$ cat src/rtl/core/osp_pkg.sv
package osp_pkg;

	localparam int MAX_ARGS_DEF   = 8;
	localparam int MAX_BYTES_DEF  = 2048;
	localparam int RES_FIFO_DEPTH = 8;

	typedef enum logic [2:0] {
		KIND_INT    = 3'd0,
		KIND_FLOAT  = 3'd1,
		KIND_STRING = 3'd2,
		KIND_ACCEPT = 3'd3,
		KIND_REJECT = 3'd4
	} kind_t;

	typedef struct packed {
		kind_t       kind;
		logic [3:0]  arg_number;
		logic [31:0] value_word;
		logic        last_result;
	} res_t;

endpackage

$ cat src/rtl/core/osc_message_stream_parser.sv
// Parses one OSC message per packet, one byte per beat on the slave side with tlast on the
// final byte, and emits a result per decoded argument (int or float raw big-endian word,
// string start offset) followed by an accept or reject result with tlast set. Throughput is
// one byte per clock while tready is high; a byte is registered, processed by the parser
// state logic and its results (at most two) are written to an 8-entry result queue, whose
// head drives the master side. tready drops while the result queue holds more than four
// results, so the master side sets the pace only when it stalls.
module osc_message_stream_parser import osp_pkg::*; #(
	parameter int MaxArgs  = MAX_ARGS_DEF,
	parameter int MaxBytes = MAX_BYTES_DEF
) (
	input  logic        clk,
	input  logic        arst_n,
	input  logic        s_axis_tvalid,
	output logic        s_axis_tready,
	input  logic [7:0]  s_axis_tdata,  // data_byte
	input  logic        s_axis_tlast,  // end_of_packet
	output logic        m_axis_tvalid,
	input  logic        m_axis_tready,
	output logic [39:0] m_axis_tdata,  // arg_number, value_word, zero fill
	output logic [2:0]  m_axis_tuser,  // result_kind
	output logic        m_axis_tlast   // last_result
);

	localparam int LVL_W = $clog2(RES_FIFO_DEPTH + 1);
	localparam logic [LVL_W-1:0] READY_LVL = LVL_W'(RES_FIFO_DEPTH - 4);

	logic             valid_s1;
	logic [7:0]       byte_s1;
	logic             last_s1;
	logic [1:0]       res_count;
	res_t             res0;
	res_t             res1;
	res_t             head;
	logic             not_empty;
	logic [LVL_W-1:0] level;
	logic             pop;

	assign s_axis_tready = (level <= READY_LVL);
	assign pop           = not_empty && m_axis_tready;

	always_ff @(posedge clk or negedge arst_n) begin
		if (!arst_n) begin
			valid_s1 <= 1'b0;
		end else begin
			valid_s1 <= s_axis_tvalid && s_axis_tready;
		end
	end

	always_ff @(posedge clk) begin
		byte_s1 <= s_axis_tdata;
		last_s1 <= s_axis_tlast;
	end

	osp_parser #(
		.MaxArgs  (MaxArgs),
		.MaxBytes (MaxBytes)
	) u_parser (
		.clk           (clk),
		.arst_n        (arst_n),
		.beat_valid    (valid_s1),
		.data_byte     (byte_s1),
		.end_of_packet (last_s1),
		.res_count     (res_count),
		.res0          (res0),
		.res1          (res1)
	);

	osp_res_fifo #(
		.Depth (RES_FIFO_DEPTH)
	) u_res_fifo (
		.clk        (clk),
		.arst_n     (arst_n),
		.push_count (res_count),
		.push0      (res0),
		.push1      (res1),
		.pop        (pop),
		.head       (head),
		.not_empty  (not_empty),
		.level      (level)
	);

	assign m_axis_tvalid = not_empty;
	assign m_axis_tdata  = {4'd0, head.value_word, head.arg_number};
	assign m_axis_tuser  = head.kind;
	assign m_axis_tlast  = head.last_result;

endmodule

$ cat src/rtl/core/osp_parser.sv
module osp_parser import osp_pkg::*; #(
	parameter int MaxArgs  = MAX_ARGS_DEF,
	parameter int MaxBytes = MAX_BYTES_DEF
) (
	input  logic       clk,
	input  logic       arst_n,
	input  logic       beat_valid,
	input  logic [7:0] data_byte,
	input  logic       end_of_packet,
	output logic [1:0] res_count,
	output res_t       res0,
	output res_t       res1
);

	localparam int CNT_W = $clog2(MaxArgs + 1);
	localparam int IDX_W = (MaxArgs > 1) ? $clog2(MaxArgs) : 1;
	localparam int POS_W = $clog2(MaxBytes + 1);
	localparam logic [CNT_W-1:0] MAX_CNT = CNT_W'(MaxArgs);
	localparam logic [POS_W-1:0] POS_MAX = POS_W'(MaxBytes);

	localparam logic [7:0] CH_NUL   = 8'h00;
	localparam logic [7:0] CH_SLASH = 8'h2f;
	localparam logic [7:0] CH_COMMA = 8'h2c;
	localparam logic [7:0] CH_I     = 8'h69;
	localparam logic [7:0] CH_F     = 8'h66;
	localparam logic [7:0] CH_S     = 8'h73;

	typedef enum logic [6:0] {
		PH_ADDR  = 7'b0000001,
		PH_PAD   = 7'b0000010,
		PH_COMMA = 7'b0000100,
		PH_TAGS  = 7'b0001000,
		PH_ARGS  = 7'b0010000,
		PH_DONE  = 7'b0100000,
		PH_ERR   = 7'b1000000
	} phase_t;

	typedef enum logic [1:0] {
		TAG_INT    = 2'd0,
		TAG_FLOAT  = 2'd1,
		TAG_STRING = 2'd2,
		TAG_NONE   = 2'd3
	} tag_t;

	phase_t           phase_q, phase_d;
	logic [POS_W-1:0] pos_q, pos_d;
	tag_t             tag_store_q [MaxArgs];
	logic [CNT_W-1:0] tag_cnt_q, tag_cnt_d;
	logic             tag_open_q, tag_open_d;
	logic [CNT_W-1:0] cur_arg_q, cur_arg_d;
	logic [31:0]      word_q, word_d;
	logic [1:0]       wbc_q, wbc_d;
	logic [POS_W-1:0] str_start_q, str_start_d;
	logic [POS_W-1:0] tag_off_q, tag_off_d;

	logic             store_we;
	tag_t             store_code;
	tag_t             cur_kind;
	tag_t             code;
	logic             aligned;
	logic             advance;
	logic             arg_v;
	res_t             arg_res;
	res_t             fin_res;
	logic [POS_W-1:0] start;
	logic [31:0]      word_new;
	logic [31:0]      cur_ext_q;
	logic [31:0]      cur_ext_d;

	assign aligned   = (pos_q[1:0] == 2'b11);
	assign cur_kind  = (cur_arg_q < MAX_CNT) ? tag_store_q[cur_arg_q[IDX_W-1:0]] : TAG_INT;
	assign cur_ext_q = 32'(cur_arg_q);
	assign word_new  = {word_q[23:0], data_byte};

	always_comb begin
		if (data_byte == CH_I) begin
			code = TAG_INT;
		end else if (data_byte == CH_F) begin
			code = TAG_FLOAT;
		end else if (data_byte == CH_S) begin
			code = TAG_STRING;
		end else begin
			code = TAG_NONE;
		end
	end

	always_comb begin
		phase_d     = phase_q;
		pos_d       = pos_q;
		tag_cnt_d   = tag_cnt_q;
		tag_open_d  = tag_open_q;
		cur_arg_d   = cur_arg_q;
		word_d      = word_q;
		wbc_d       = wbc_q;
		str_start_d = str_start_q;
		tag_off_d   = tag_off_q;
		store_we    = 1'b0;
		store_code  = code;
		advance     = 1'b0;
		arg_v       = 1'b0;
		start       = (wbc_q == 2'd0) ? pos_q : str_start_q;
		arg_res     = '{kind: KIND_INT, arg_number: cur_ext_q[3:0], value_word: word_new,
			last_result: 1'b0};
		if (beat_valid) begin
			if (pos_q >= POS_MAX) begin
				phase_d = PH_ERR;
			end else begin
				pos_d = pos_q + 1'b1;
				unique case (phase_q)
					PH_ADDR: begin
						if (pos_q == '0) begin
							if (data_byte != CH_SLASH) begin
								phase_d = PH_ERR;
							end
						end else if (data_byte == CH_NUL) begin
							phase_d = aligned ? PH_COMMA : PH_PAD;
						end
					end
					PH_PAD: begin
						if (aligned) begin
							phase_d = (tag_off_q == '0) ? PH_COMMA : PH_ARGS;
						end
					end
					PH_COMMA: begin
						if (data_byte == CH_COMMA) begin
							tag_off_d = pos_q;
							phase_d   = PH_TAGS;
						end else begin
							phase_d = PH_ERR;
						end
					end
					PH_TAGS: begin
						if (data_byte == CH_NUL) begin
							if (tag_cnt_q == '0) begin
								phase_d = PH_DONE;
							end else begin
								phase_d = aligned ? PH_ARGS : PH_PAD;
							end
						end else if (tag_open_q) begin
							if (code == TAG_NONE || tag_cnt_q == MAX_CNT) begin
								tag_open_d = 1'b0;
							end else begin
								store_we  = 1'b1;
								tag_cnt_d = tag_cnt_q + 1'b1;
								if (tag_cnt_d == MAX_CNT) begin
									tag_open_d = 1'b0;
								end
							end
						end
					end
					PH_ARGS: begin
						if (cur_kind == TAG_STRING) begin
							if (wbc_q == 2'd0) begin
								str_start_d = pos_q;
								wbc_d       = 2'd1;
							end
							if (data_byte == CH_NUL) begin
								arg_v   = 1'b1;
								advance = 1'b1;
								arg_res.kind       = KIND_STRING;
								arg_res.value_word = 32'(start);
							end
						end else begin
							word_d = word_new;
							wbc_d  = wbc_q + 1'b1;
							if (wbc_q == 2'd3) begin
								arg_v   = 1'b1;
								advance = 1'b1;
								arg_res.kind = (cur_kind == TAG_FLOAT) ? KIND_FLOAT : KIND_INT;
							end
						end
						if (advance) begin
							cur_arg_d = cur_arg_q + 1'b1;
							word_d    = '0;
							wbc_d     = 2'd0;
							if (cur_arg_d >= tag_cnt_q) begin
								phase_d = PH_DONE;
							end else begin
								phase_d = aligned ? PH_ARGS : PH_PAD;
							end
						end
					end
					default: begin
					end
				endcase
			end
		end
	end

	assign cur_ext_d = 32'(cur_arg_d);

	always_comb begin
		fin_res = '{kind: KIND_REJECT, arg_number: cur_ext_d[3:0], value_word: 32'd0,
			last_result: 1'b1};
		if (phase_d == PH_DONE) begin
			fin_res.kind       = KIND_ACCEPT;
			fin_res.value_word = 32'(tag_off_d);
		end
	end

	always_comb begin
		res0      = arg_v ? arg_res : fin_res;
		res1      = fin_res;
		res_count = 2'd0;
		if (beat_valid) begin
			res_count = 2'(arg_v) + 2'(end_of_packet);
		end
	end

	always_ff @(posedge clk) begin
		if (store_we) begin
			tag_store_q[tag_cnt_q[IDX_W-1:0]] <= store_code;
		end
	end

	always_ff @(posedge clk or negedge arst_n) begin
		if (!arst_n) begin
			phase_q     <= PH_ADDR;
			pos_q       <= '0;
			tag_cnt_q   <= '0;
			tag_open_q  <= 1'b1;
			cur_arg_q   <= '0;
			word_q      <= '0;
			wbc_q       <= 2'd0;
			str_start_q <= '0;
			tag_off_q   <= '0;
		end else if (beat_valid && end_of_packet) begin
			phase_q     <= PH_ADDR;
			pos_q       <= '0;
			tag_cnt_q   <= '0;
			tag_open_q  <= 1'b1;
			cur_arg_q   <= '0;
			word_q      <= '0;
			wbc_q       <= 2'd0;
			str_start_q <= '0;
			tag_off_q   <= '0;
		end else begin
			phase_q     <= phase_d;
			pos_q       <= pos_d;
			tag_cnt_q   <= tag_cnt_d;
			tag_open_q  <= tag_open_d;
			cur_arg_q   <= cur_arg_d;
			word_q      <= word_d;
			wbc_q       <= wbc_d;
			str_start_q <= str_start_d;
			tag_off_q   <= tag_off_d;
		end
	end

endmodule

$ cat src/rtl/core/osp_res_fifo.sv
module osp_res_fifo import osp_pkg::*; #(
	parameter int Depth = RES_FIFO_DEPTH
) (
	input  logic                       clk,
	input  logic                       arst_n,
	input  logic [1:0]                 push_count,
	input  res_t                       push0,
	input  res_t                       push1,
	input  logic                       pop,
	output res_t                       head,
	output logic                       not_empty,
	output logic [$clog2(Depth+1)-1:0] level
);

	localparam int PTR_W = $clog2(Depth);
	localparam int LVL_W = $clog2(Depth + 1);

	res_t             mem_q [Depth];
	logic [PTR_W-1:0] wr_ptr_q;
	logic [PTR_W-1:0] rd_ptr_q;
	logic [PTR_W-1:0] wr_ptr_nx;
	logic [LVL_W-1:0] level_q;

	assign wr_ptr_nx = wr_ptr_q + 1'b1;
	assign head      = mem_q[rd_ptr_q];
	assign not_empty = (level_q != '0);
	assign level     = level_q;

	always_ff @(posedge clk) begin
		if (push_count != 2'd0) begin
			mem_q[wr_ptr_q] <= push0;
		end
		if (push_count == 2'd2) begin
			mem_q[wr_ptr_nx] <= push1;
		end
	end

	always_ff @(posedge clk or negedge arst_n) begin
		if (!arst_n) begin
			wr_ptr_q <= '0;
			rd_ptr_q <= '0;
			level_q  <= '0;
		end else begin
			wr_ptr_q <= wr_ptr_q + PTR_W'(push_count);
			if (pop) begin
				rd_ptr_q <= rd_ptr_q + 1'b1;
			end
			level_q <= level_q + LVL_W'(push_count) - LVL_W'(pop);
		end
	end

endmodule
$ cat config.mk
export PLATFORM = sky130hd
export DESIGN_NAME = osc_message_stream_parser
export DESIGN_NICKNAME = d
export VERILOG_FILES = /design/src/rtl/core/osp_pkg.sv /design/src/rtl/core/osc_message_stream_parser.sv /design/src/rtl/core/osp_parser.sv /design/src/rtl/core/osp_res_fifo.sv
export SDC_FILE = /design/constraint.sdc
export NUM_CORES = 1
export LEC_CHECK = 0
export BUFFER_PORTS_ARGS = -buffer_cell sky130_fd_sc_hd__buf_2
export CAP_MARGIN = 20
export CORE_MARGIN = 3
export CORE_UTILIZATION = 48
export CTS_CLUSTER_DIAMETER = 200
export DETAILED_ROUTE_END_ITERATION = 10
export PLACE_DENSITY_LB_ADDON = 0.3
export SLEW_MARGIN = 20
export SYNTH_ARGS = -nofsm -noshare
export SYNTH_HDL_FRONTEND = slang
export SYNTH_HIERARCHICAL = 1
export SYNTH_SLANG_ARGS = --single-unit
$ cat constraint.sdc
create_clock -name clk -period 7.7 [get_ports clk]
set_input_delay 0.77 -clock clk [delete_from_list [all_inputs] [get_ports clk]]
set_output_delay 0.77 -clock clk [all_outputs]
set_load 0.02 [all_outputs]
Yosys cells after proc, flatten, opt, wreduce, memory -nomap -nowiden
Memories as Yosys holds them, arrays and structs flattened.
Index checks and enable logic that the tools add are counted.

cells by class
  $add $sub $neg = 10
  shifts and indexed selects = 0
  reductions and logical operators = 22
  bitwise logic cells = 0
  divide/modulo/power cells = 0
  eq/ne operators = 24
  muxes and demuxes = 104
  magnitude comparators = 4
  multipliers = 0

operators by type and width
  kind                   number
  $mux 12                15
  $mux 32                5
  $mux 24                6
  $mux 7                 12
  $mux 4                 12
  $mux 40                1
  $pmux 7 s5             1
  $mux 1                 31
  $eq 8x7->1 const B     3
  $logic_not 12->1       2
  $mux 2                 12
  $mux 3                 7
  $reduce_and 4->1       4
  $add 12x1->12 const B  1
  $ge 12x12->1 const B   1
  $reduce_bool 2->1      6
  $eq 2x2->1 const B     5
  $mux 5                 2
  $add 4x1->4 const B    2
  $eq 4x4->1 const B     2
  $eq 8x6->1 const B     1
  $logic_not 8->1        1
  $ne 8x6->1 const B     1
  $eq 7x1->1 const B     1
  other kinds (25)       30

word-level totals
  latch bits = 0
  register bits = 98
  memory bits (read-only) = 0
  logic and storage cells = 181
  input port bits = 13
  memories = 2
  output and inout port bits = 46
  memory bits (writable) = 336

memories
  name                  depth  bits a word  read ports  clocked after memory_dff  write ports  line                RTL
  u_res_fifo.mem_q      8      40           1           0                         2            osp_res_fifo.sv:18  res_t mem_q [Depth];
  u_parser.tag_store_q  8      2            1           0                         1            osp_parser.sv:47    tag_t tag_store_q [MaxArgs];

Longest topological paths before layout
Gate-level depths: netlist (run 1).

  depth after elaboration = 14
  depth in mapped cells = 18

By module
Netlist (run 1), hierarchy kept.

by module, submodules not included
  module                     sequential area each (µm²)  cells each  area an instance (µm²)  times used
  osp_res_fifo               9859.5                      886         16422.0                 1
  osp_parser                 2434.8                      585         5592.9                  1
  osc_message_stream_parser  205.2                       19          269.0                   1

Worst setup path after synthesis (run 1)
OpenSTA, ideal clock, no wires.

  path type = register -> register
  start point = reg u_parser.cur_arg_q[0]
  end point = mem u_res_fifo/mem_q[1][0] in the netlist's numbering, enable pin
  arrival = 6.112 ns
  path buffers = 3
  setup slack = 1.090 ns
  stages on the path, launching flop included = 14
  required time = 7.202 ns
  library setup time = 0.498 ns
  cell sequence = dfrtp_1 -> buf_6 -> mux4_2 -> a2bb2oi_1 -> a211oi_4 -> mux2i_1 -> nand2b_1 -> buf_2 -> inv_2 -> buf_2 -> ha_1 -> and2_1 -> o21ai_0 -> o31ai_1

RTL lines
  item                    line                RTL
  start, declared         osp_parser.sv:50    logic [CNT_W-1:0] cur_arg_q, cur_arg_d;
  start signal, assigned  osp_parser.sv:242   cur_arg_q <= cur_arg_d;
  end, declared           osp_res_fifo.sv:18

==> flow_summary.json, run 1 <==
{
  "layout_common_cells": "mux2_2, edfxtp_1, dfrtp_1",
  "numPortBuffers": 54,
  "slew_headroom": 0.308,
  "fillers": 3661,
  "slew_viol_final": 0,
  "root_buffer": "clkbuf_16",
  "critical_path_class": "flip-flop to flip-flop",
  "ant_nets": 0,
  "wl_per_cell_um": 24.2,
  "die_w_um": 221,
  "grt_start_max_net_pins": 75,
  "p_leak_nw": 9.33,
  "hp-class": "primary input to asynchronous set/reset pin",
  "avgSynthCellArea_um2": 15.0,
  "cts_tree": "yes",
  "diodes": 0,
  "netlist.top_cell.by_area": "edfxtp_1",
  "swShare": 0.302,
  "finalSetupViolations": 0,
  "multi_input_area_um2": 9290,
  "synth.distinct_cells": 72,
  "power_frac_comb": 0.245,
  "overflow": 0,
  "power.total_mw": 6.65,
  "synth_enable_flop_cells": 336,
  "finClkSkew_ns": 0.0244,
  "r2r-start": "u_parser/cur_arg_q[0]",
  "startpoint": "u_parser/cur_arg_q[0]",
  "rsz0062_at_grt": "no",
  "power_density_nw_per_um2": 270,
  "postSynth.asyncResetShare": 0.205,
  "sequentialPowerShare": 0.428,
  "synth_seq_cells": 434,
  "ys_seq_area_frac": 0.561,
  "internal_power_mw": 4.64,
  "crit_path_start_kind": "flip-flop",
  "drc": 0,
  "cts_buffers": 46,
  "die_h_um": 221,
  "cts_sinks": 434,
  "synth_area_leaders": "edfxtp_1, mux2_2, dfrtp_1, mux4_2, mux2i_1",
  "seq_area_um2": 12500,
  "cts.hold.buffers_added": 0,
  "clock_latency_ns": 0.58,
  "setup_slack_ns": 1.48,
  "fp-row-count": 78,
  "drt-total-wl_mm": 52.1,
  "cap_violations": 0,
  "grt_pass1_wl_mm": 81.0,
  "antenna_found_initial": 0,
  "nets": 1552,
  "grtUsageTotal": 0.212,
  "fin_crit_ns": 6.22,
  "start_util": 0.489,
  "clkPwrFrac": 0.326,
  "drtIter0Drc": 1000,
  "cp_max_fo": 28,
  "synth_warnings": 6,
  "fin_tns_setup_ns": 0,
  "status": "complete, no violations",
  "place_hpwl_mm": 31.8,
  "required_ns": 8.02,
  "synth_top_area_frac": 0.453,
  "synth_ff_type": "edfxtp_1",
  "layout-drive-gt1-share": 0.402,
  "dieArea_um2": 49000,
  "clock.fmax_mhz": 161,
  "cp-end-kind": "flip-flop",
  "placeableCoreArea_um2": 45600,
  "power_switching_mw": 2.01,
  "viasPerCell": 5.94,
  "area_growth_syn_to_layout_pct": 10.3,
  "htreeDepth": 2,
  "syn_inst": 1490,
  "worstMarginPinSlew_ns": 1.04,
  "final_common_cell": "mux2_2",
  "cts_resized": 0,
  "cts_setup_buffers": 0,
  "place_ws_ns": 1.56,
  "hold_viol": 0,
  "vdd_drop_max_v": 0.000162,
  "path_clk_slew_ns": 0.06,
  "num_vias": 12800,
  "timing.final.crit_share": 0.808,
  "gp_congestion": 0.857,
  "arrival_ns": 6.55,
  "clockBufferDepth": 3,
  "netlist_area_um2": 22300,
  "ioPinCount": 59,
  "first_pass_iters": 5,
  "grt_pass1_vias": 13300
}
==> per-stage QoR <==
stage	util	hold slack, ns	cells	instance area [µm²]
6_report	0.539	0.0417	2153	24600
5_1_grt	0.539	0.0367	2153	24600
4_1_cts	0.539	0.0207	2153	24600
3_5_place_dp	0.507	0.472	2068	23100
3_3_place_gp	0.507	0.453	2068	23100
2_1_floorplan	-	0.443	1512	22400
==> routing by layer <==
| layer | track usage | wire (µm) | part of all wire | vias to the layer above |
|---|---|---|---|---|
| li1 | - | - | - | 5792 |
| met1 | 0.292 | 22900 | 0.44 | 6610 |
| met2 | 0.356 | 25800 | 0.50 | 313 |
| met3 | 0.0317 | 2170 | 0.042 | 77 |
| met4 | 0.0549 | 1200 | 0.023 | 0 |
| met5 | 0 | 0 | 0 | - |
==> synthesized netlist by cell type (4+ instances only) <==
cell      count
nand2_1      48
a22o_1       24
inv_1        24
a21o_1        4
a21oi_1      17
nor3b_1       4
clkbuf_1     46
nor2_1       77
nor4_1        9
o31ai_2       6
o31ai_1       7
o22ai_1       6
buf_4        28
nand2b_1      7
nor3_1       17
nor2b_1      11
dfrtp_1      87
mux2_2      356
nand3_1      13
or3_1         4
and3_1        7
buf_1         4
buf_2        43
edfxtp_1    336
and2_1       31
nand4_1       5
mux2i_1      36
ha_1         21
xnor2_1      11
mux4_2       83
xor2_1       12
o211ai_1      6
dfxtp_1       9
mux2_1        6
o21ai_0      24
==> logic make-up after synthesis <==
logic type               after synthesis  synth area share
flip-flops                           434             0.561
AO/OA/AOI/OAI                        125            0.0417
buffers and inverters                148            0.0327
adder cells (fa/ha/maj)               23            0.0136
XOR/XNOR                              23           0.00904
other                                  3          0.000505
AND/OR/NAND/NOR                      253            0.0586
multiplexers                         481             0.283
==> final cells by class <==
cell class | count | share of cell area
Sequential cell | 434 | 0.509
Clock buffer | 67 | 0.0543
Inverter | 25 | 0.00382
Multi-Input combinational cell | 930 | 0.378
Tap cell | 600 | 0.0305
Timing Repair Buffer | 79 | 0.0189
Clock inverter | 18 | 0.00580
==> worst max-delay path, stage by stage, from the launching register on <==
cell       delay [ns]
dfrtp_1          0.77
mux4_2           0.60
a2bb2oi_1        0.19
a211oi_4         0.48
mux2i_1          0.33
nand2b_1         0.52
inv_2            0.37
ha_1             0.37
and2_1           0.25
nand4b_1         0.48
nor2_4           0.84
buf_4            0.39
mux2_2           0.37
==> registers in the layout (all words and copies together), names as in the netlist, 7 cells and up <==
name                  cells
u_parser/phase_q          7
u_parser/pos_q           12
u_parser/tag_off_q       12
u_parser/tag_store_q     16
byte_s1                   8
u_parser/str_start_q     12
u_res_fifo/mem_q        320
u_parser/word_q          24
==> path summary, 6_finish.rpt <==
path	endpoint	slack, ns	cells after the start
worst min-delay path	u_parser/pos_q[3]	0.04	1
min in group clk	byte_s1[3]	0.29	1
worst max-delay path	u_res_fifo/mem_q[2][24]	1.48	12
worst max register to register	u_res_fifo/mem_q[2][24]	1.48	12
max in group asynchronous	u_res_fifo/rd_ptr_q[1]	6.63	2
worst min register to register	valid_s1	0.48	1
==> power by group through the flow <==
| stage | Clock [mW] | Sequential [mW] | Combinational (mW) |
|---|---|---|---|
| floorplan | 0 | 2.72 | 1.32 |
| global placement | 0 | 2.89 | 1.63 |
| detailed placement | 0 | 2.90 | 1.64 |
| CTS | 2.22 | 2.85 | 1.65 |
| global route | 2.31 | 2.87 | 1.76 |
| finish | 2.17 | 2.85 | 1.63 |
Note: power is estimated with default switching activity, not from simulation.
==> run 2, diff against run 1 <==
clock period = 6.51 ns   (was 7.7 ns; I/O delays follow)
==> run 2 against run 1 <==
Final area increased by 0.62%. Clock-buffer cell count increased by 3. Combinational power increased by 21%. Critical endpoint is now u_res_fifo/mem_q[1][28]. Largest cell class unchanged. Highest routed layer unchanged.
==> flow_summary.json, run 2 (synthesized netlist as in run 1, its figures left out) <==
{
  "drt-total-wl_mm": 51.7,
  "grt_pass1_wl_mm": 81.2,
  "ioPinCount": 59,
  "clockBufferDepth": 3,
  "wl_per_cell_um": 23.9,
  "grt_start_max_net_pins": 52,
  "top_register": "u_res_fifo/mem_q",
  "internal_power_mw": 5.49,
  "vdd_drop_max_v": 0.000231,
  "layout_common_cells": "mux2_2, edfxtp_1, dfrtp_1",
  "status": "complete, no violations",
  "met2WireLength_mm": 25.4,
  "power.total_mw": 7.86,
  "power_frac_comb": 0.252,
  "diodes": 0,
  "dr_wl_met3_mm": 2.78,
  "required_ns": 6.83,
  "finClkSkew_ns": 0.0154,
  "clkPwrFrac": 0.324,
  "p_leak_nw": 9.39,
  "power_switching_mw": 2.36,
  "overflow": 0,
  "drtIter0Drc": 991,
  "numPortBuffers": 54,
  "gp_congestion": 0.902,
  "hold_viol": 0,
  "cts.hold.buffers_added": 0,
  "path_clk_slew_ns": 0.06,
  "largest_reg_flops": 320,
  "cts_buffers": 46,
  "cts_tree": "yes",
  "final_common_cell": "mux2_2",
  "antenna_found_initial": 0,
  "area_growth_syn_to_layout_pct": 11.0,
  "drc": 0,
  "cp-end-kind": "flip-flop",
  "fp-row-count": 78,
  "clock.fmax_mhz": 188,
  "nets": 1561,
  "ant_nets": 0,
  "cts_sinks": 434,
  "drt-met1-wl_mm": 22.7,
  "fillers": 3673,
  "first_pass_iters": 5,
  "place_hpwl_mm": 32.2,
  "viasPerCell": 5.98,
  "fin_crit_ns": 5.31,
  "cts_resized": 0,
  "dieArea_um2": 49000,
  "placeableCoreArea_um2": 45600,
  "root_buffer": "clkbuf_16",
  "num_vias": 12900,
  "seq_area_um2": 12500,
  "worstMarginPinSlew_ns": 1.07,
  "cts_setup_buffers": 0,
  "crit_path_start_kind": "flip-flop",
  "layout-drive-gt1-share": 0.404,
  "sequentialPowerShare": 0.424,
  "die_h_um": 221,
  "swShare": 0.301,
  "critical_path_class": "flip-flop to flip-flop",
  "finalSetupViolations": 0,
  "power_density_nw_per_um2": 318,
  "slew_headroom": 0.281,
  "multi_input_area_um2": 9290,
  "die_w_um": 221,
  "grtUsageTotal": 0.210,
  "top_layer": "met4",
  "fin_tns_setup_ns": 0,
  "grt_pass1_vias": 13500,
  "hp-class": "primary input to asynchronous set/reset pin",
  "cap_violations": 0,
  "arrival_ns": 5.63,
  "clock_latency_ns": 0.57,
  "cp_max_fo": 21,
  "start_util": 0.489,
  "rsz0062_at_grt": "no",
  "slew_viol_final": 0,
  "timing.final.crit_share": 0.815,
  "htreeDepth": 2
}
[run 2: area by class of cell]
type,count,share of cell area
flip-flops and latches,434,0.506
multi-input cells,930,0.376
clock buffers,70,0.0543
well taps,600,0.0304
repair buffers,88,0.0253
clock inverters,14,0.00486
inverters,25,0.00379
[run 2: layer usage]
metal | track usage | vias up
li1 | - | 5820
met1 | 0.291 | 6671
met2 | 0.353 | 355
met3 | 0.0401 | 68
met4 | 0.0398 | 0
met5 | 0 | -
[run 2: power by group through the flow]
| stage | sequential [mW] | clock [mW] | combinational (mW) |
|---|---|---|---|
| after floorplan | 3.21 | 0 | 1.56 |
| after global placement | 3.38 | 0 | 1.98 |
| after detailed placement | 3.39 | 0 | 2.01 |
| after CTS | 3.33 | 2.60 | 2.02 |
| after global routing | 3.35 | 2.72 | 2.14 |
| final | 3.33 | 2.55 | 1.98 |
[run 2: through the flow]
step / area (µm²) / std cells / util / worst slack (ns) / hold WS, ns
global placement: 23200 / 2074 / 0.508 / 1.28 / 0.465
CTS: 24700 / 2160 / 0.542 / 1.23 / 0.0692
global route: 24700 / 2161 / 0.543 / 0.893 / 0.0890
floorplan: 22400 / 1512 / - / 0.0272 / 0.355
finish: 24700 / 2161 / 0.543 / 1.20 / 0.0585
detailed placement: 23200 / 2076 / 0.510 / 1.25 / 0.474
[run 2: final timing paths]
kind,start,endpoint,slack [ns],cells after the start
worst max-delay path,u_parser/cur_arg_q[0],u_res_fifo/mem_q[1][28],1.20,13
max in group asynchronous,arst_n,u_res_fifo/rd_ptr_q[0],5.30,2
min in group clk,s_axis_tdata[2],byte_s1[2],0.18,1
worst max register to register,u_parser/cur_arg_q[0],u_res_fifo/mem_q[1][28],1.20,13
worst min register to register,u_res_fifo/level[3],valid_s1,0.48,1
worst min-delay path,arst_n,u_parser/pos_q[9],0.06,1
[run 2: worst max-delay path, cell delays in order (launching register included)]
cell and delay [ns]:
dfrtp_1 0.75, mux4_2 0.58, a2bb2oi_1 0.18, a211oi_4 0.45
mux2i_1 0.31, nand2b_1 0.14, buf_4 0.22, inv_2 0.05
ha_1 0.25, and2_1 0.24, nor4b_1 0.55, nand2_2 0.54
buf_4 0.45, mux2_2 0.32
